[src/design/brt_pkg.sv]
// brt_pkg: shared types and codes for the block request tracker
// controller states, controller/datapath command and status structs, field codes
// no dependencies
package brt_pkg;

    localparam logic [1:0] CMD_REFILL   = 2'd0;
    localparam logic [1:0] CMD_DISPATCH = 2'd1;
    localparam logic [1:0] CMD_RECEIVE  = 2'd2;
    localparam logic [1:0] CMD_SWEEP    = 2'd3;

    localparam logic [1:0] ST_ZERO      = 2'd0;
    localparam logic [1:0] ST_DONE_OK   = 2'd1;
    localparam logic [1:0] ST_NONE_PEND = 2'd2;

    localparam logic REG_LAST_BLOCK = 1'b0;
    localparam logic REG_TIMEOUT    = 1'b1;

    typedef enum logic [3:0] {
        S_IDLE,
        S_DECODE,
        S_REF_TEST,
        S_REF_SCAN,
        S_REF_APPLY,
        S_DSP_SCAN,
        S_DSP_APPLY,
        S_DSP_FLUSH,
        S_RCV_SCAN,
        S_RCV_APPLY,
        S_SWP_SCAN,
        S_FINISH
    } state_t;

    typedef enum logic [1:0] {
        SCAN_FIND,
        SCAN_MIN,
        SCAN_SWEEP
    } scan_mode_t;

    typedef struct packed {
        logic       load;
        logic       scan_start;
        scan_mode_t scan_mode;
        logic       ref_init;
        logic       ref_apply;
        logic       dsp_init;
        logic       dsp_apply;
        logic       rcv_apply;
        logic       swp_arm;
        logic       emit;
        logic [1:0] emit_status;
        logic       emit_last;
        logic       emit_pend;
    } ctl_cmd_t;

    typedef struct packed {
        logic [1:0] cmd;
        logic       half_full;
        logic       empty;
        logic       sweep_due;
        logic       ref_stop;
        logic       scan_done;
        logic       found;
        logic       best_found;
        logic       pend_valid;
        logic       k_last;
    } ctl_stat_t;

endpackage

[src/design/brt_ctrl.sv]
// brt_ctrl: command sequencer for the block request tracker
// depends on brt_pkg
module brt_ctrl (
    input  logic              clk,
    input  logic              rst_n,
    input  logic              start,
    output logic              busy,
    input  brt_pkg::ctl_stat_t stat,
    output brt_pkg::ctl_cmd_t  cmd
);
    import brt_pkg::*;

    state_t state_reg, state_next;

    always_ff @(posedge clk or negedge rst_n)
    begin
        if (!rst_n)
        begin
            state_reg <= S_IDLE;
        end
        else
        begin
            state_reg <= state_next;
        end
    end

    assign busy = (state_reg != S_IDLE);

    always_comb
    begin
        state_next = state_reg;
        cmd = '0;
        cmd.scan_mode = SCAN_FIND;
        case (state_reg)
            S_IDLE:
            begin
                if (start)
                begin
                    cmd.load = 1'b1;
                    state_next = S_DECODE;
                end
            end
            S_DECODE:
            begin
                case (stat.cmd)
                    CMD_REFILL:
                    begin
                        if (stat.half_full)
                        begin
                            state_next = S_FINISH;
                        end
                        else
                        begin
                            cmd.ref_init = 1'b1;
                            state_next = S_REF_TEST;
                        end
                    end
                    CMD_DISPATCH:
                    begin
                        if (stat.empty)
                        begin
                            state_next = S_FINISH;
                        end
                        else
                        begin
                            cmd.dsp_init = 1'b1;
                            cmd.scan_start = 1'b1;
                            cmd.scan_mode = SCAN_MIN;
                            state_next = S_DSP_SCAN;
                        end
                    end
                    CMD_RECEIVE:
                    begin
                        cmd.scan_start = 1'b1;
                        cmd.scan_mode = SCAN_FIND;
                        state_next = S_RCV_SCAN;
                    end
                    default:
                    begin
                        if (stat.sweep_due)
                        begin
                            cmd.swp_arm = 1'b1;
                            cmd.scan_start = 1'b1;
                            cmd.scan_mode = SCAN_SWEEP;
                            state_next = S_SWP_SCAN;
                        end
                        else
                        begin
                            state_next = S_FINISH;
                        end
                    end
                endcase
            end
            S_REF_TEST:
            begin
                if (stat.ref_stop)
                begin
                    state_next = S_FINISH;
                end
                else
                begin
                    cmd.scan_start = 1'b1;
                    cmd.scan_mode = SCAN_FIND;
                    state_next = S_REF_SCAN;
                end
            end
            S_REF_SCAN:
            begin
                if (stat.scan_done)
                begin
                    state_next = S_REF_APPLY;
                end
            end
            S_REF_APPLY:
            begin
                cmd.ref_apply = 1'b1;
                state_next = S_REF_TEST;
            end
            S_DSP_SCAN:
            begin
                if (stat.scan_done)
                begin
                    state_next = S_DSP_APPLY;
                end
            end
            S_DSP_APPLY:
            begin
                if (stat.best_found)
                begin
                    cmd.dsp_apply = 1'b1;
                    if (stat.pend_valid)
                    begin
                        cmd.emit = 1'b1;
                        cmd.emit_status = ST_DONE_OK;
                        cmd.emit_pend = 1'b1;
                    end
                    if (stat.k_last)
                    begin
                        state_next = S_DSP_FLUSH;
                    end
                    else
                    begin
                        cmd.scan_start = 1'b1;
                        cmd.scan_mode = SCAN_MIN;
                        state_next = S_DSP_SCAN;
                    end
                end
                else
                begin
                    cmd.emit = 1'b1;
                    cmd.emit_last = 1'b1;
                    cmd.emit_pend = stat.pend_valid;
                    cmd.emit_status = stat.pend_valid ? ST_DONE_OK : ST_NONE_PEND;
                    state_next = S_IDLE;
                end
            end
            S_DSP_FLUSH:
            begin
                cmd.emit = 1'b1;
                cmd.emit_last = 1'b1;
                cmd.emit_pend = 1'b1;
                cmd.emit_status = ST_DONE_OK;
                state_next = S_IDLE;
            end
            S_RCV_SCAN:
            begin
                if (stat.scan_done)
                begin
                    state_next = S_RCV_APPLY;
                end
            end
            S_RCV_APPLY:
            begin
                cmd.rcv_apply = 1'b1;
                cmd.emit = 1'b1;
                cmd.emit_last = 1'b1;
                cmd.emit_status = stat.found ? ST_DONE_OK : ST_ZERO;
                state_next = S_IDLE;
            end
            S_SWP_SCAN:
            begin
                if (stat.scan_done)
                begin
                    state_next = S_FINISH;
                end
            end
            S_FINISH:
            begin
                cmd.emit = 1'b1;
                cmd.emit_last = 1'b1;
                cmd.emit_status = ST_ZERO;
                state_next = S_IDLE;
            end
            default:
            begin
                state_next = S_IDLE;
            end
        endcase
    end

endmodule

[config.mk]
export PLATFORM = sky130hd
export DESIGN_NAME = brt_ctrl
export DESIGN_NICKNAME = d
export VERILOG_FILES = /design/src/design/brt_pkg.sv /design/src/design/brt_ctrl.sv
export SDC_FILE = /design/constraint.sdc
export NUM_CORES = 1
export LEC_CHECK = 0
export ABC_AREA = 1
export BUFFER_PORTS_ARGS = -buffer_cell sky130_fd_sc_hd__buf_2
export CELL_PAD_IN_SITES_DETAIL_PLACEMENT = 1
export CELL_PAD_IN_SITES_GLOBAL_PLACEMENT = 1
export CORE_MARGIN = 5
export CORE_UTILIZATION = 27
export CTS_BUF_LIST = sky130_fd_sc_hd__clkbuf_16
export DETAILED_ROUTE_END_ITERATION = 8
export GPL_TIMING_DRIVEN = 1
export PLACE_DENSITY = 0.81
export SLEW_MARGIN = 20
export SYNTH_ARGS = -nofsm -noshare
export SYNTH_HDL_FRONTEND = slang
export SYNTH_SLANG_ARGS = --single-unit
[constraint.sdc]
create_clock -name clk -period 1.9 [get_ports clk]
set_input_delay 0.095 -clock clk [delete_from_list [all_inputs] [get_ports clk]]
set_output_delay 0.095 -clock clk [all_outputs]
set_load 0.02 [all_outputs]
# After elaboration in Yosys (flattened, before gate mapping)
# Index checks and enable logic that the tools add are counted.
[op_classes]
n_eq_ne = 18
n_reduce_logical = 5
mux = 44
[op_table]
columns = ["cell", "count"]
rows = [
  ["$mux 4", 9],
  ["$pmux 4 s9", 1],
  ["$mux 3", 7],
  ["$mux 1", 20],
  ["$pmux 3 s3", 2],
  ["$eq 4x3->1 const B", 4],
  ["$eq 4x4->1 const B", 4],
  ["$pmux 4 s4", 1],
  ["$pmux 4 s3", 1],
  ["$ne 2x2->1 const B", 5],
  ["$eq 4x2->1 const B", 2],
  ["$reduce_and 5->1", 1],
  ["$eq 4x1->1 const B", 1],
  ["$logic_not 4->1", 1],
  ["$mux 2", 2],
  ["$reduce_bool 4->1", 1],
  ["$reduce_or 3->1", 1],
  ["$eq 2x1->1 const B", 1],
  ["$eq 2x2->1 const B", 1],
  ["$logic_not 2->1", 1],
  ["$pmux 1 s2", 1],
]
[word_totals]
regBits = 4
word_cells = 68
in_bits = 14
out_inout_bits = 16

# Depth between registers and ports, before layout
# Gate-level depths: netlist (run 1).
[logic_depth]
depth_word = 4
depth_mapped = 8

# Least setup slack after synthesis (run 1)
# No wires, ideal clock.
[synth_timing]
path_type = "register -> output"
startpoint = "reg state_reg[3]"
endpoint = "out cmd[2] (netlist bit)"
slack_ns = 0.594
t_required_ns = 1.805
path_stages_with_launch = 7
arrival_ns = 1.211
cell_sequence = "dfrtp_1 > inv_1 > nor2_1 > nand2_1 > nor2_1 > nand2_1 > nand3_1"
[synth_rtl]
columns = ["item", "line_no", "rtl"]
rows = [
  ["start, declared", "brt_ctrl.sv:13", "state_t state_reg, state_next;"],
  ["start signal, assigned", "brt_ctrl.sv:23", "state_reg <= state_next;"],
  ["end, declared", "brt_ctrl.sv:9", "output brt_pkg::ctl_cmd_t cmd"],
]

==> impl_metrics.ini, run 1 <==
[power]
p_per_area_mw_per_mm2 = 1480
p_leak_uw = 0.000494
swShare_pct = 47.0
p_switching_uw = 522
combPwrFrac_pct = 53.6
vdd_drop_max_mv = 0.452
power_frac_seq_pct = 17.0
clkPwrFrac_pct = 29.4
p_int_uw = 588

[job]
cap_viol_max_count = 0

[timing]
fin_ws_ns = 0.211
tns_ns = 0
slew_viol_final = 0
rsz0062_at_grt = no
min_period_over_period_pct = 88.9
max_freq_mhz = 592
holdWs_ns = 0.130
tightest_slew_ns = 0.253
setup_viol = 0
hold_viol = 0
clock_skew_ns = 0.00176
relSlewSlack_pct = 83.1
period_minus_slack_ns = 1.69

[global_route]
grt_pass1_wl_um = 2870
grt_pass1_vias = 702
grt_max_degree = 8
grt_util_all_layers_pct = 14.2
overflow = 0
antenna_found_initial = 0

[detailed_routing]
drcViolationCount = 0
wire_per_inst_um = 11.3
dr.pass1.iters = 4
ant_nets = 0
drtIter0Drc = 5
dr_total_vias = 690
drt_wl_total_um = 1710
via_per_inst = 4.54

[clocking]
cts_tree = yes
clkTransAtPathRegs_ns = 0.03
cts_max_level = 1
cts-root-buf = clkbuf_16
clock_latency_ns = 0.22
clock_path_buffers = 2
cts_buffers = 3
clock-sinks = 4

[worst_setup_path]
r2r-end = state_reg[2]
critPathCaptureType = output port
cp.arrival_ns = 1.59
start_kind = flop
worstPathRequired_ns = 1.80
worstSetupPathType = reg -> out
r2r_start = state_reg[2]
rrSetupSlack_ns = 0.60
worstRegToRegCells = 6
critPathMaxFanout = 7

[logic_synthesis]
yosysUniqueCellTypes = 15
synth_area_per_cell_um2 = 5.22
synth_nets = 108
ys_warn_count = 0
synth_seq_cells = 4
synth.yosys.seq_area_share_pct = 20.4
postSynthCellCount = 94
netlist_area_um2 = 490

[layout]
largest_reg_flops = 4
layout-drive-gt1-share_pct = 31.5
fin_nets = 143
synthToLayoutAreaGrowth_pct = 53.3
n_antenna_cell = 0
fin_cells = 152

[placement]
pre_cts_slack_ns = 0.462
place_inst = 148
finalWeightedCongestion = 0.873
hpwl_um = 1440
portBuffers = 29

[run_status]
status = finished clean

[die]
dieWidth_um = 52.6
die_h_um = 52.6
initial_core_util_pct = 28.4
core-area_mm2 = 0.00173
io_pins = 30
die-area_mm2 = 0.00277
num_rows = 15

[worst_hold_path]
min_to = state_reg[3]
min_delay_path_depth = 3
hp-start = stat[5]
holdCritPathClass = in -> reg
-- cells in the mapped netlist, drive strengths merged --
cell | number | area (um2)
o21ai | 1 | 5.00
nand2 | 37 | 146
nor2 | 18 | 77.6
or2 | 1 | 8.76
dfrtp | 4 | 100
inv | 16 | 60.1
nand3b | 1 | 7.51
nor3 | 2 | 10.0
a21oi | 2 | 10.0
nand3 | 12 | 65.1
-- cell usage in the layout, fill, tap and decap left out --
master,Yosys,layout
o21ai_0,1,1
nor2_1,16,16
nand3_2,1,1
nand2_1,34,34
nor2_4,1,1
nor2_2,1,1
nand3_1,11,11
a21oi_1,2,2
buf_2,0,29
clkbuf_16,0,3
inv_2,1,1
nand2_2,3,3
inv_1,15,15
or2_4,1,1
nor3_1,2,2
dfrtp_1,4,4
dlygate4sd3_1,0,1
nand3b_1,1,1
-- worst max path at each step --
| stage | startpoint | end | cells past startpoint | slack, ns |
|---|---|---|---|---|
| after floorplan | state_reg[3] | cmd[2] | 6 | 0.59 |
| after global placement | state_reg[0] | cmd[13] | 7 | 0.51 |
| after detailed placement | state_reg[0] | cmd[11] | 7 | 0.46 |
| after CTS | state_reg[0] | cmd[11] | 7 | 0.20 |
| after global routing | state_reg[0] | cmd[11] | 7 | 0.11 |
| final | state_reg[0] | cmd[11] | 7 | 0.21 |
-- layout make-up --
type / count / area, um2
timing repair buffer: 30 / 155
multi-input combinational: 74 / 330
inverter: 16 / 60.1
sequential: 4 / 100
fill: 261 / 975
tap: 25 / 31.3
clock buffer: 3 / 75.1
-- worst max-delay path, stage by stage (launching register included) --
cell,delay (ns)
dfrtp_1,0.45
inv_2,0.11
nand2_1,0.12
nor2_4,0.15
nand2_2,0.09
or2_4,0.24
nand2_2,0.05
buf_2,0.16
-- cell families (layout without fill, tap and decap cells) --
family | after synthesis | in the layout | share of synthesized area (%)
compound gates | 3 | 3 | 3.06
buf+inv | 16 | 49 | 12.2
flops | 4 | 4 | 20.4
simple gates | 71 | 71 | 64.3
-- layer usage --
layer | wire length [um] | vias up | global-route usage [%]
li1 | - | 355 | -
met1 | 750 | 309 | 16.3
met2 | 835 | 22 | 24.0
met3 | 96 | 4 | 3.99
met4 | 30 | 0 | 6.38
met5 | 0 | - | 0
-- through the flow --
| step | area (um2) | total power, uW | utilization (%) |
|---|---|---|---|
| after CTS | 752 | 1120 | 43.6 |
| after detailed placement | 667 | 782 | 38.6 |
| after global routing | 752 | 1210 | 43.6 |
| after global placement | 667 | 763 | 38.6 |
| final | 752 | 1110 | 43.6 |
| after floorplan | 490 | 602 | - |
-- power groups by stage --
stage	registers [uW]	logic [uW]	clock network, uW
after global placement	181	582	0
after global routing	199	671	339
after floorplan	170	431	0
after CTS	188	603	332
final	188	596	327
after detailed placement	185	597	0
-- what timing repair did --
action,in CTS,in global routing
setup buffers,0,0
hold buffers,1,0
hold endpoints to repair,4,0
gates resized for setup,0,0
No activity file was read; power rests on OpenSTA's default activity.
==> inputs of run 2 (changes only) <==
- GPL_ROUTABILITY_DRIVEN: not set -> 0
- PLACE_DENSITY: 0.81 -> not set
- PLACE_DENSITY_LB_ADDON: not set -> 0.1
==> run 2 against run 1 <==
Against the previous run:
- utilization unchanged
- clock skew increased by 0.0011 ns
- sequential power about the same
- final area unchanged
- hold slack improved by 0.0018 ns
- critical path depth unchanged
- first-iteration DRC count stayed put
- highest routed layer unchanged
==> impl_metrics.ini, run 2 (same netlist as run 1, synthesis figures left out) <==
[timing]
min_period_over_period_pct = 88.0
relSlewSlack_pct = 82.4
clock_skew_ns = 0.00290
setup_viol = 0
rsz0062_at_grt = no
tns_ns = 0
hold_viol = 0
max_freq_mhz = 598
period_minus_slack_ns = 1.67
fin_ws_ns = 0.228
slew_viol_final = 0
tightest_slew_ns = 0.264

[die]
core-area_mm2 = 0.00173
num_rows = 15
dieWidth_um = 52.6
initial_core_util_pct = 28.4
die_h_um = 52.6
io_pins = 30
die-area_mm2 = 0.00277

[power]
p_switching_uw = 519
clkPwrFrac_pct = 29.8
vdd_drop_max_mv = 0.689
combPwrFrac_pct = 53.4
p_leak_uw = 0.000494
p_int_uw = 589
power_frac_seq_pct = 16.9
power.total_uw = 1110
swShare_pct = 46.9
p_per_area_mw_per_mm2 = 1470

[clocking]
clkTransAtPathRegs_ns = 0.03
clock-sinks = 4
cts_buffers = 3
cts-root-buf = clkbuf_16
clock_path_buffers = 2
cts_resized = 0
clock_latency_ns = 0.23
cts_tree = yes
cts_max_level = 1

[global_route]
grt_pass1_wl_um = 2880
overflow = 0
grt_max_degree = 8
grt_util_all_layers_pct = 13.8
antenna_found_initial = 0
grt_pass1_vias = 725

[layout]
synthToLayoutAreaGrowth_pct = 53.3
final_area_um2 = 752
multi_input_area_um2 = 330
layout_commonest_cell = nand2_1
seq_area_um2 = 100
mostFrequentLayoutCells = nand2_1, buf_2, nor2_1, inv_1, nand3_1
final.fill_count = 264
fin_nets = 143
n_antenna_cell = 0
layout-drive-gt1-share_pct = 31.5
largest_reg_flops = 4

[detailed_routing]
ant_nets = 0
wire_per_inst_um = 10.7
drcViolationCount = 0
dr_total_vias = 677
via_per_inst = 4.45
dr.pass1.iters = 2
drtIter0Drc = 5
drt_wl_total_um = 1630

[worst_hold_path]
holdCritPathClass = in -> reg

[placement]
portBuffers = 29
hpwl_um = 1400
post_dp_cell_area_um2 = 667
pre_cts_slack_ns = 0.459

[worst_setup_path]
cp_top_family = simple AND/OR/NAND/NOR gates
critPathMaxFanout = 7
cpMaxStageDelayCell = dfrtp_1
worstPathRequired_ns = 1.80
worstSetupPathType = reg -> out
start_kind = flop
critPathBufInv = 2
critPathCaptureType = output port
cp.arrival_ns = 1.58
crit_chain = inv_2 > nand2_1 > nor2_4 > nand2_2 > or2_4 > nand3_2 > buf_2
slowest_delay_ns = 0.44

[job]
cap_viol_max_count = 0

[run_status]
status = finished clean
run 2: power groups by stage:
stage | Sequential (uW) | Clock (uW) | Combinational, uW
after global placement | 185 | 0 | 589
after floorplan | 170 | 0 | 431
after detailed placement | 187 | 0 | 596
after global routing | 198 | 339 | 671
final | 187 | 330 | 591
after CTS | 186 | 333 | 602
run 2: worst min-delay path: stages:
cell     delay, ns
buf_2         0.09
nand2_1       0.06
nand3_1       0.07
run 2: through the flow:
stage               hold WS, ns  std cells  utilization, %
floorplan                -0.201         94               -
finish                    0.132        152            43.6
CTS                       0.144        152            43.6
detailed placement      -0.0956        148            38.6
global route              0.167        152            43.6
global placement        -0.0963        148            38.6
run 2: cell type report:
| cell class | count | share of cell area [%] |
|---|---|---|
| sequential | 4 | 13.3 |
| timing repair buffer | 30 | 20.6 |
| clock buffer | 3 | 9.98 |
| multi-input combinational | 74 | 43.9 |
| inverter | 16 | 7.99 |
| tap | 25 | 4.16 |
run 2: what timing repair did:
| action | in CTS | in global routing |
|---|---|---|
| setup buffers | 0 | 0 |
| endpoints found under the hold margin | 4 | 0 |
| hold buffers | 1 | 0 |
run 2: path summary, 6_finish.rpt:
check                             startpoint      endpoint  slack, ns  cells past startpoint
worst max-delay path            state_reg[0]       cmd[13]       0.23                      7
worst min-delay path                 stat[5]  state_reg[3]       0.13                      3
worst max register to register  state_reg[2]  state_reg[2]       0.63                      7
worst min register to register  state_reg[0]  state_reg[0]       0.62                      2
max in group asynchronous              rst_n  state_reg[1]       1.55                      2
min in group asynchronous              rst_n  state_reg[3]       0.23                      2
run 2: per-layer routing:
| layer | routed length [um] | up-vias | track usage, % |
|---|---|---|---|
| li1 | - | 351 | - |
| met1 | 674 | 305 | 15.2 |
| met2 | 844 | 18 | 26.0 |
| met3 | 83 | 3 | 1.99 |
| met4 | 25 | 0 | 5.11 |
| met5 | 0 | - | 0 |
