**config.mk**
```make
export PLATFORM = sky130hd
export DESIGN_NAME = brt_dpath
export DESIGN_NICKNAME = d
export VERILOG_FILES = /design/src/design/brt_pkg.sv /design/src/design/brt_ram.sv /design/src/design/brt_dpath.sv
export SDC_FILE = /design/constraint.sdc
export NUM_CORES = 2
export LEC_CHECK = 0
export BUFFER_PORTS_ARGS = -buffer_cell sky130_fd_sc_hd__buf_2
export CELL_PAD_IN_SITES_DETAIL_PLACEMENT = 1
export CELL_PAD_IN_SITES_GLOBAL_PLACEMENT = 1
export CORE_MARGIN = 2
export CORE_UTILIZATION = 45
export CTS_BUF_LIST = sky130_fd_sc_hd__clkbuf_2 sky130_fd_sc_hd__clkbuf_4 sky130_fd_sc_hd__clkbuf_8
export CTS_CLUSTER_SIZE = 8
export DETAILED_ROUTE_END_ITERATION = 8
export PLACE_DENSITY = 0.67
export SLEW_MARGIN = 20
export SYNTH_ARGS = -nofsm -noshare
export SYNTH_HDL_FRONTEND = slang
export SYNTH_SLANG_ARGS = --single-unit
```
**constraint.sdc**
```tcl
create_clock -name clk -period 10.2 [get_ports clk]
set_clock_uncertainty 0.1 [all_clocks]
set_input_delay 1.02 -clock clk [delete_from_list [all_inputs] [get_ports clk]]
set_output_delay 1.02 -clock clk [all_outputs]
set_load 0.02 [all_outputs]
```
**src/design/brt_pkg.sv**
```systemverilog
// brt_pkg: shared types and codes for the block request tracker
// controller states, controller/datapath command and status structs, field codes
// no dependencies
package brt_pkg;

    localparam logic [1:0] CMD_REFILL   = 2'd0;
    localparam logic [1:0] CMD_DISPATCH = 2'd1;
    localparam logic [1:0] CMD_RECEIVE  = 2'd2;
    localparam logic [1:0] CMD_SWEEP    = 2'd3;

    localparam logic [1:0] ST_ZERO      = 2'd0;
    localparam logic [1:0] ST_DONE_OK   = 2'd1;
    localparam logic [1:0] ST_NONE_PEND = 2'd2;

    localparam logic REG_LAST_BLOCK = 1'b0;
    localparam logic REG_TIMEOUT    = 1'b1;

    typedef enum logic [3:0] {
        S_IDLE,
        S_DECODE,
        S_REF_TEST,
        S_REF_SCAN,
        S_REF_APPLY,
        S_DSP_SCAN,
        S_DSP_APPLY,
        S_DSP_FLUSH,
        S_RCV_SCAN,
        S_RCV_APPLY,
        S_SWP_SCAN,
        S_FINISH
    } state_t;

    typedef enum logic [1:0] {
        SCAN_FIND,
        SCAN_MIN,
        SCAN_SWEEP
    } scan_mode_t;

    typedef struct packed {
        logic       load;
        logic       scan_start;
        scan_mode_t scan_mode;
        logic       ref_init;
        logic       ref_apply;
        logic       dsp_init;
        logic       dsp_apply;
        logic       rcv_apply;
        logic       swp_arm;
        logic       emit;
        logic [1:0] emit_status;
        logic       emit_last;
        logic       emit_pend;
    } ctl_cmd_t;

    typedef struct packed {
        logic [1:0] cmd;
        logic       half_full;
        logic       empty;
        logic       sweep_due;
        logic       ref_stop;
        logic       scan_done;
        logic       found;
        logic       best_found;
        logic       pend_valid;
        logic       k_last;
    } ctl_stat_t;

endpackage

```
**src/design/brt_ram.sv**
```systemverilog
// brt_ram: generic single write port, single read port RAM with registered read
// no dependencies
module brt_ram #(
    parameter int WIDTH = 32,
    parameter int DEPTH = 64
) (
    input  logic                     clk,
    input  logic                     we,
    input  logic [$clog2(DEPTH)-1:0] waddr,
    input  logic [WIDTH-1:0]         wdata,
    input  logic [$clog2(DEPTH)-1:0] raddr,
    output logic [WIDTH-1:0]         rdata
);

    logic [WIDTH-1:0] mem [DEPTH];

    always_ff @(posedge clk)
    begin
        if (we)
        begin
            mem[waddr] <= wdata;
        end
        rdata <= mem[raddr];
    end

endmodule

```
**src/design/brt_dpath.sv**
```systemverilog
// brt_dpath: slot table, scan pipeline, counters and result registers
// depends on brt_pkg and brt_ram
module brt_dpath #(
    parameter int TABLE_SLOTS = 64,
    parameter int BATCH = 8
) (
    input  logic              clk,
    input  logic              rst_n,
    input  logic              cfg_we,
    input  logic              cfg_addr,
    input  logic [31:0]       cfg_wdata,
    input  logic [1:0]        cmd_in,
    input  logic [31:0]       block_number,
    input  logic [31:0]       now,
    input  brt_pkg::ctl_cmd_t  cmd,
    output brt_pkg::ctl_stat_t stat,
    output logic              res_valid,
    output logic [1:0]        status,
    output logic [31:0]       block_number_res,
    output logic              last,
    output logic [6:0]        occupancy
);
    import brt_pkg::*;

    localparam int AW = (TABLE_SLOTS > 1) ? $clog2(TABLE_SLOTS) : 1;
    localparam int CW = $clog2(TABLE_SLOTS + 1);
    localparam int KW = $clog2(BATCH + 1);

    logic [31:0] last_block_reg, timeout_reg;
    logic [1:0]  cmd_reg;
    logic [31:0] blk_reg, now_reg;
    logic [31:0] next_block_reg, last_sweep_reg;
    logic [CW-1:0] count_reg, count_next, n_reg;
    logic [KW-1:0] k_reg;
    logic [TABLE_SLOTS-1:0] valid_reg, req_reg;

    logic [AW:0]   scan_cnt_reg;
    logic          scan_act_reg, p_act_reg;
    logic [AW-1:0] p_idx_reg;
    scan_mode_t    mode_reg;

    logic          found_reg, free_found_reg, best_found_reg, pend_valid_reg;
    logic [AW-1:0] found_idx_reg, free_idx_reg, best_idx_reg;
    logic [31:0]   best_blk_reg, pend_reg;

    logic [31:0] rd_blk, rd_stamp, key;
    logic        blk_we, stamp_we;

    assign key = (cmd_reg == CMD_RECEIVE) ? blk_reg : next_block_reg;
    assign blk_we = cmd.ref_apply && !found_reg;
    assign stamp_we = cmd.dsp_apply;

    brt_ram #(.WIDTH(32), .DEPTH(TABLE_SLOTS)) u_blk_ram (
        .clk   (clk),
        .we    (blk_we),
        .waddr (free_idx_reg),
        .wdata (next_block_reg),
        .raddr (scan_cnt_reg[AW-1:0]),
        .rdata (rd_blk)
    );

    brt_ram #(.WIDTH(32), .DEPTH(TABLE_SLOTS)) u_stamp_ram (
        .clk   (clk),
        .we    (stamp_we),
        .waddr (best_idx_reg),
        .wdata (now_reg),
        .raddr (scan_cnt_reg[AW-1:0]),
        .rdata (rd_stamp)
    );

    always_comb
    begin
        count_next = count_reg;
        if (cmd.ref_apply && !found_reg)
        begin
            count_next = count_reg + 1'b1;
        end
        else if (cmd.rcv_apply && found_reg)
        begin
            count_next = count_reg - 1'b1;
        end
    end

    always_comb
    begin
        stat.cmd = cmd_reg;
        stat.half_full = (32'(count_reg) >= TABLE_SLOTS / 2);
        stat.empty = (count_reg == '0);
        stat.sweep_due = ((now_reg - last_sweep_reg) > timeout_reg);
        stat.ref_stop = (32'(n_reg) >= TABLE_SLOTS) || (next_block_reg > last_block_reg);
        stat.scan_done = p_act_reg && (32'(p_idx_reg) == TABLE_SLOTS - 1);
        stat.found = found_reg;
        stat.best_found = best_found_reg;
        stat.pend_valid = pend_valid_reg;
        stat.k_last = ((32'(k_reg) + 32'd1) == BATCH);
    end

    always_ff @(posedge clk or negedge rst_n)
    begin
        if (!rst_n)
        begin
            last_block_reg <= '0;
            timeout_reg <= 32'd300000;
            next_block_reg <= '0;
            last_sweep_reg <= '0;
            count_reg <= '0;
            valid_reg <= '0;
            req_reg <= '0;
            scan_act_reg <= 1'b0;
            p_act_reg <= 1'b0;
            res_valid <= 1'b0;
            pend_valid_reg <= 1'b0;
            found_reg <= 1'b0;
            free_found_reg <= 1'b0;
            best_found_reg <= 1'b0;
            found_idx_reg <= '0;
            free_idx_reg <= '0;
            best_idx_reg <= '0;
            best_blk_reg <= '0;
            pend_reg <= '0;
            cmd_reg <= CMD_REFILL;
            mode_reg <= SCAN_FIND;
            scan_cnt_reg <= '0;
            n_reg <= '0;
            k_reg <= '0;
        end
        else
        begin
            if (cfg_we)
            begin
                if (cfg_addr == REG_LAST_BLOCK)
                begin
                    last_block_reg <= cfg_wdata;
                end
                else
                begin
                    timeout_reg <= cfg_wdata;
                end
            end
            if (cmd.load)
            begin
                cmd_reg <= cmd_in;
            end
            count_reg <= count_next;

            // scan address stage
            if (cmd.scan_start)
            begin
                scan_act_reg <= 1'b1;
                scan_cnt_reg <= '0;
                mode_reg <= cmd.scan_mode;
                found_reg <= 1'b0;
                free_found_reg <= 1'b0;
                best_found_reg <= 1'b0;
            end
            else if (scan_act_reg)
            begin
                scan_cnt_reg <= scan_cnt_reg + 1'b1;
                if (32'(scan_cnt_reg) == TABLE_SLOTS - 1)
                begin
                    scan_act_reg <= 1'b0;
                end
            end
            p_act_reg <= scan_act_reg && !cmd.scan_start;

            // scan compare stage
            if (p_act_reg)
            begin
                case (mode_reg)
                    SCAN_FIND:
                    begin
                        if (valid_reg[p_idx_reg] && rd_blk == key && !found_reg)
                        begin
                            found_reg <= 1'b1;
                            found_idx_reg <= p_idx_reg;
                        end
                        if (!valid_reg[p_idx_reg] && !free_found_reg)
                        begin
                            free_found_reg <= 1'b1;
                            free_idx_reg <= p_idx_reg;
                        end
                    end
                    SCAN_MIN:
                    begin
                        if (valid_reg[p_idx_reg] && !req_reg[p_idx_reg]
                            && (!best_found_reg || rd_blk < best_blk_reg))
                        begin
                            best_found_reg <= 1'b1;
                            best_idx_reg <= p_idx_reg;
                            best_blk_reg <= rd_blk;
                        end
                    end
                    default:
                    begin
                        if (valid_reg[p_idx_reg] && req_reg[p_idx_reg]
                            && (now_reg - rd_stamp) > timeout_reg)
                        begin
                            req_reg[p_idx_reg] <= 1'b0;
                        end
                    end
                endcase
            end

            if (cmd.ref_init)
            begin
                n_reg <= count_reg;
            end
            if (cmd.ref_apply)
            begin
                if (found_reg)
                begin
                    req_reg[found_idx_reg] <= 1'b0;
                end
                else
                begin
                    valid_reg[free_idx_reg] <= 1'b1;
                    req_reg[free_idx_reg] <= 1'b0;
                end
                next_block_reg <= next_block_reg + 32'd1;
                n_reg <= n_reg + 1'b1;
            end

            if (cmd.dsp_init)
            begin
                k_reg <= '0;
                pend_valid_reg <= 1'b0;
            end
            if (cmd.dsp_apply)
            begin
                req_reg[best_idx_reg] <= 1'b1;
                pend_reg <= best_blk_reg;
                pend_valid_reg <= 1'b1;
                k_reg <= k_reg + 1'b1;
            end

            if (cmd.rcv_apply && found_reg)
            begin
                valid_reg[found_idx_reg] <= 1'b0;
                req_reg[found_idx_reg] <= 1'b0;
            end

            if (cmd.swp_arm)
            begin
                last_sweep_reg <= now_reg;
            end

            res_valid <= cmd.emit;
        end
    end

    // payload registers
    always_ff @(posedge clk)
    begin
        if (cmd.load)
        begin
            blk_reg <= block_number;
            now_reg <= now;
        end
        p_idx_reg <= scan_cnt_reg[AW-1:0];
        if (cmd.emit)
        begin
            status <= cmd.emit_status;
            block_number_res <= cmd.emit_pend ? pend_reg : 32'd0;
            last <= cmd.emit_last;
            occupancy <= 7'(count_next);
        end
    end

endmodule

```
# Yosys cells after proc, flatten, opt, wreduce, memory -nomap -nowiden
# Memory sizes are Yosys's and may differ from the RTL's. A register that Yosys moved wholly into a read port is not among the register bits.
# Index checks and enable logic that the tools add are counted.
totals:
  reg_bits: 486
  latchBits: 0
  mem_bits_rw: 4096
  mem_bits_ro: 0
  input_bits: 117
  wordCells: 159
  memories: 2
memory_table:
  columns: ["memory", "depth", "width", "rd", "rd_ports_with_merged_regs", "write_ports", "line_no", "source"]
  rows:
  - ["u_blk_ram.mem", 64, 32, 1, 1, 1, "brt_ram.sv:15", "logic [WIDTH-1:0] mem [DEPTH];"]
  - ["u_stamp_ram.mem", 64, 32, 1, 1, 1, "brt_ram.sv:15", null]
op_classes:
  n_addsub: 9
  multipliers: 0
  div: 0
  order_cmp: 14
  n_eq_ne: 6
  shift: 0
  muxes: 52
  bitwise: 11
  n_reduce_logical: 34
ops:
  columns: ["operator", "n"]
  rows:
  - ["$mux W64", 10]
  - ["$and A64 B64 Y64", 5]
  - ["$not A64 Y64", 3]
  - ["$or A64 B64 Y64", 2]
  - ["$gt A32 B32 Y1", 3]
  - ["$sub A32 B32 Y32", 2]
  - ["$mux W7", 6]
  - ["$add A32 B1 Y32 const B", 1]
  - ["$eq A32 B32 Y1", 1]
  - ["$lt A32 B32 Y1", 1]
  - ["$mux W32", 1]
  - ["$lt A6 B7 Y1 const B", 4]
  - ["$mux W1", 27]
  - ["$demux W1 S6", 4]
  - ["$ge A6 B1 Y1 const B", 4]
  - ["$add A7 B1 Y7 const B", 3]
  - ["$logic_and A1 B1 Y1", 15]
  - ["$bmux W1 S6", 2]
  - ["$reduce_and A3 Y1", 3]
  - ["$mux W4", 2]
  - ["$eq A7 B6 Y1 const B", 1]
  - ["$ge A7 B6 Y1 const B", 1]
  - ["$ge A7 B7 Y1 const B", 1]
  - ["$logic_not A7 Y1", 1]
  - ["other kinds (14)", 23]

# Longest topological paths before layout
logic_depth:
  depth_word: 16
  depth_mapped: 26
  ltp_nobuf: 24

# By module
# From an unflattened synthesis, not the netlist that was laid out.
hier_totals:
  cells_unflattened: 9505
  hier_area_um2: 185326.5
modules_own_cells:
  columns: ["mod", "instances", "cells_each", "area_each_um2", "seq_area_each_um2"]
  rows:
  - ["brt_ram", 2, 3324, 78515.3, 62139.6]
  - ["brt_dpath", 1, 2857, 28295.9, 12672.2]

# Worst setup path after synthesis
# No wires, ideal clock.
synth_path:
  path_kind: "flip-flop to output port"
  start: "register now_reg[0]"
  end: "output port stat[6] (netlist bit)"
  arrival_ps: 4524
  t_required_ps: 9080
  setup_slack_ps: 4556
  path_stages_with_launch: 23
  path_buffers: 0
  cell_sequence: "edfxtp_1 -> inv_1 -> ha_1 -> inv_1 -> fa_1 -> a21o_1 -> a21oi_1 -> o21bai_1 -> o21ai_0 -> and2_1 -> o21ai_0 -> a221oi_1 -> xnor2_1 -> ha_1 -> a21o_1 -> a21o_1 -> a21oi_1 -> nor2b_1 -> o21ai_0 -> nand2b_1 -> a21oi_1 -> or3_1 -> a31oi_1"
synth_rtl:
  columns: ["item", "line_no", "source"]
  rows:
  - ["start, declared", "brt_dpath.sv:31", "logic [31:0] blk_reg, now_reg;"]
  - ["start signal, assigned", "brt_dpath.sv:257", "now_reg <= now;"]
  - ["end, declared", "brt_dpath.sv:16", "output brt_pkg::ctl_stat_t stat,"]

==> impl_metrics.yaml <==
run_status:
  status: "finished, final reports clean"
final_layout:
  nets: 9800
  seq_area_sq_um: 137000
  multi_input_comb_area_sq_um: 44800
  area_growth_syn_to_layout_pct: 13.3
  most-common-layout-cells: "4202 x edfxtp_1, 1358 x mux4_2, 787 x clkbuf_8"
  drive_gt1_share_pct: 33.2
  utilization_pct: 51.2
  final_common_cell: "edfxtp_1"
  fillers: 36100
  reg.largest.list: "u_blk_ram.mem (2048), u_stamp_ram.mem (2048)"
timing:
  fin_crit_ns: 7.51
  timing.final.crit_share_pct: 73.6
  rsz0062_at_grt: "false"
  fmax_ghz: 0.133
  drv_slew: 0
  worstMarginPinSlew_ns: 1.22
  setup_tns_ns: 0
  setup_viol: 0
  slew_headroom_pct: 18.2
  hold_viol_final: 0
critical_path:
  crit_fanout: 66
  path_class: "reg -> out"
  crit_family: "compound AO/OA/AOI/OAI gates"
  path_buf_inv: 4
  setup.worst_path.start: "now_reg[0]"
  crit_arrival_ns: 6.39
  crit_chain: "buf_4 -> inv_1 -> ha_1 -> inv_1 -> fa_1 -> a21o_1 -> a21oi_1 -> o21bai_1 -> o21ai_0 -> a41oi_1 -> a31o_2 -> a41oi_1 -> a21oi_1 -> a31oi_1 -> xnor2_1 -> ha_1 -> nand4_1 -> nor4_1 -> o21ai_0 -> a31oi_1 -> buf_2"
  cp-start-kind: "flip-flop"
  cp-end-kind: "output pin"
  rr_startpoint: "now_reg[0]"
  critical_path_required_ns: 9.08
  cp_slowest_cell: "fa_1"
  r2r_slack_ns: 3.24
  max_stage_delay_ns: 0.41
synth:
  ys_ff_latch: 4646
  synth_top_flop_cell: "edfxtp_1"
  syn_avg_cell_area_sq_um: 21.3
  synthArstFlopShare_pct: 8.05
  syn_area_sq_um: 184000
  syn-instance-count: 8606
  synth_fp_nets: 8922
  ys_seq_area_share_pct: 74.6
  ys.warnings.count: 0
  synth_edf_count: 4202
  synth_cell_types: 74
drt:
  drtAntennaViolNets: 0
  first_pass_iters: 6
  vias: 94700
  drt_iter0_markers: 12200
  via_per_inst: 6.12
  wl_mm: 525
  drcViolationCount: 0
  wl_per_cell_microns: 33.9
worst_hold_path:
  min_from: "cfg_addr"
  hold_path_class: "in -> reg"
place:
  place_congestion: 0.885
  hpwlAfterDp_mm: 294
  io_buffers: 170
cts:
  numClockSinks: 4646
  cts-root-buf: "clkbuf_8"
  post_cts_resized: 0
  insertion_delay_ns: 1.25
  htree_levels: 6
  cts_tree: "yes"
  cts.path.max_buffers: 4
  numCtsBuffers: 738
  cts.reportedPaths.clkPinSlew_ns: 0.06
floorplanning:
  dieArea_sq_um: 413000
  die_y_microns: 643
  pin_count: 171
  coreArea_sq_um: 406000
  die_x_microns: 643
  initial_core_util_pct: 45.2
  rows: 234
global_routing:
  grt.total_usage_pct: 25.3
  grt_pass1_wl_mm: 745
  antenna_found_initial: 60
  grt_max_degree: 142
  globalRouteOverflowTotal: 0
  first_global_vias: 99900
pwr:
  ir_worst_vdd_mv: 0.161
  leakage_uw: 0.0650
  p_per_area_nw_per_um2: 205
run:
  maxCapViolations: 0
-- stage by stage --
step	hold slack (ns)	total power, uW	setup slack (ns)	cells	area [sq um]
finish	0.0832	42700	2.69	15500	208000
global route	0.0358	44100	2.20	15500	208000
CTS	0.0206	42900	2.58	15500	208000
detailed placement	0.370	27300	3.31	14100	193000
global placement	0.359	27100	3.36	14100	193000
floorplan	0.245	25300	4.56	8606	184000
-- cells in the mapped netlist, types with 52 or more instances --
cell type	n	area (sq um)
buf_1	98	368
ha_1	197	2460
nand2_1	211	792
dfxtp_1	70	1400
mux2_2	120	1350
a21oi_1	181	906
xnor2_1	67	587
nand3_1	52	260
a21o_1	61	458
edfxtp_1	4202	126000
mux2i_1	52	521
mux4_2	1358	30600
inv_1	228	856
xor2_1	64	561
o21ai_0	175	876
clkbuf_1	292	1100
dfrtp_1	366	9160
nor2_1	256	961
-- timing repair --
action	in CTS	in global routing
hold endpoints to repair	197	0
buffers inserted	0	0
hold buffers	104	0
-- worst reg2reg max path, stage by stage, from the launching register on --
cell,delay (ns)
edfxtp_1,0.36
buf_4,0.32
inv_1,0.18
ha_1,0.19
inv_1,0.06
fa_1,0.39
a21oi_1,0.18
o21ai_0,0.18
o22ai_1,0.34
o22ai_1,0.28
a211o_1,0.33
a31oi_1,0.36
o221ai_1,0.27
a21o_1,0.23
a21oi_1,0.18
xnor2_1,0.10
ha_1,0.27
nand4_1,0.12
nor4_1,0.38
a221o_1,0.21
and4_1,0.72
nand4b_1,0.59
o21a_1,0.34
o21a_1,0.16
-- final cells by class --
cell class              count  share of cell area (%)
inverters                 229                   0.416
diodes                      9                  0.0108
repair buffers            551                    2.02
flip-flops and latches   4646                    65.8
clock inverters           184                   0.531
clock buffers            1108                    6.36
well taps                5428                    3.26
multi-input cells        3318                    21.5
-- cells by family (layout without fill, tap and decap cells) --
| family | after synthesis | after routing | synth area share, % |
|---|---|---|---|
| compound gates | 659 | 659 | 2.26 |
| xor+xnor | 131 | 131 | 0.625 |
| fa+ha+maj | 199 | 199 | 1.36 |
| buf+inv | 642 | 2072 | 1.36 |
| flops | 4646 | 4646 | 74.6 |
| mux | 1539 | 1539 | 17.8 |
| other cells | 0 | 9 | 0 |
| simple gates | 790 | 790 | 2.05 |
-- per-layer routing --
| layer | vias to the layer above | share of wire, % | global-route usage (%) |
|---|---|---|---|
| li1 | 37500 | - | - |
| met3 | 803 | 9.5 | 5.47 |
| met1 | 51500 | 42 | 36.9 |
| met2 | 4823 | 46 | 38.9 |
| met5 | - | 0.024 | 0 |
| met4 | 18 | 2.5 | 6.67 |
-- final timing paths --
path                                      end  depth (start not counted)
min in group asynchronous         pend_reg[6]                          2
hold / removal             last_block_reg[31]                          4
max in group asynchronous     scan_cnt_reg[4]                          4
setup / recovery                      stat[6]                         21
setup reg to reg                  req_reg[31]                         23
hold reg to reg                pend_valid_reg                          1
-- power by group --
group / internal [uW] / leakage (uW) / total, uW / switching, uW
combinational: 1890 / 0.0164 / 4950 / 3060
sequential: 21700 / 0.0410 / 22100 / 403
clock: 8340 / 0.00765 / 15600 / 7290
total: 31900 / 0.0650 / 42700 / 10800
Power figures use the tool's default switching activity.
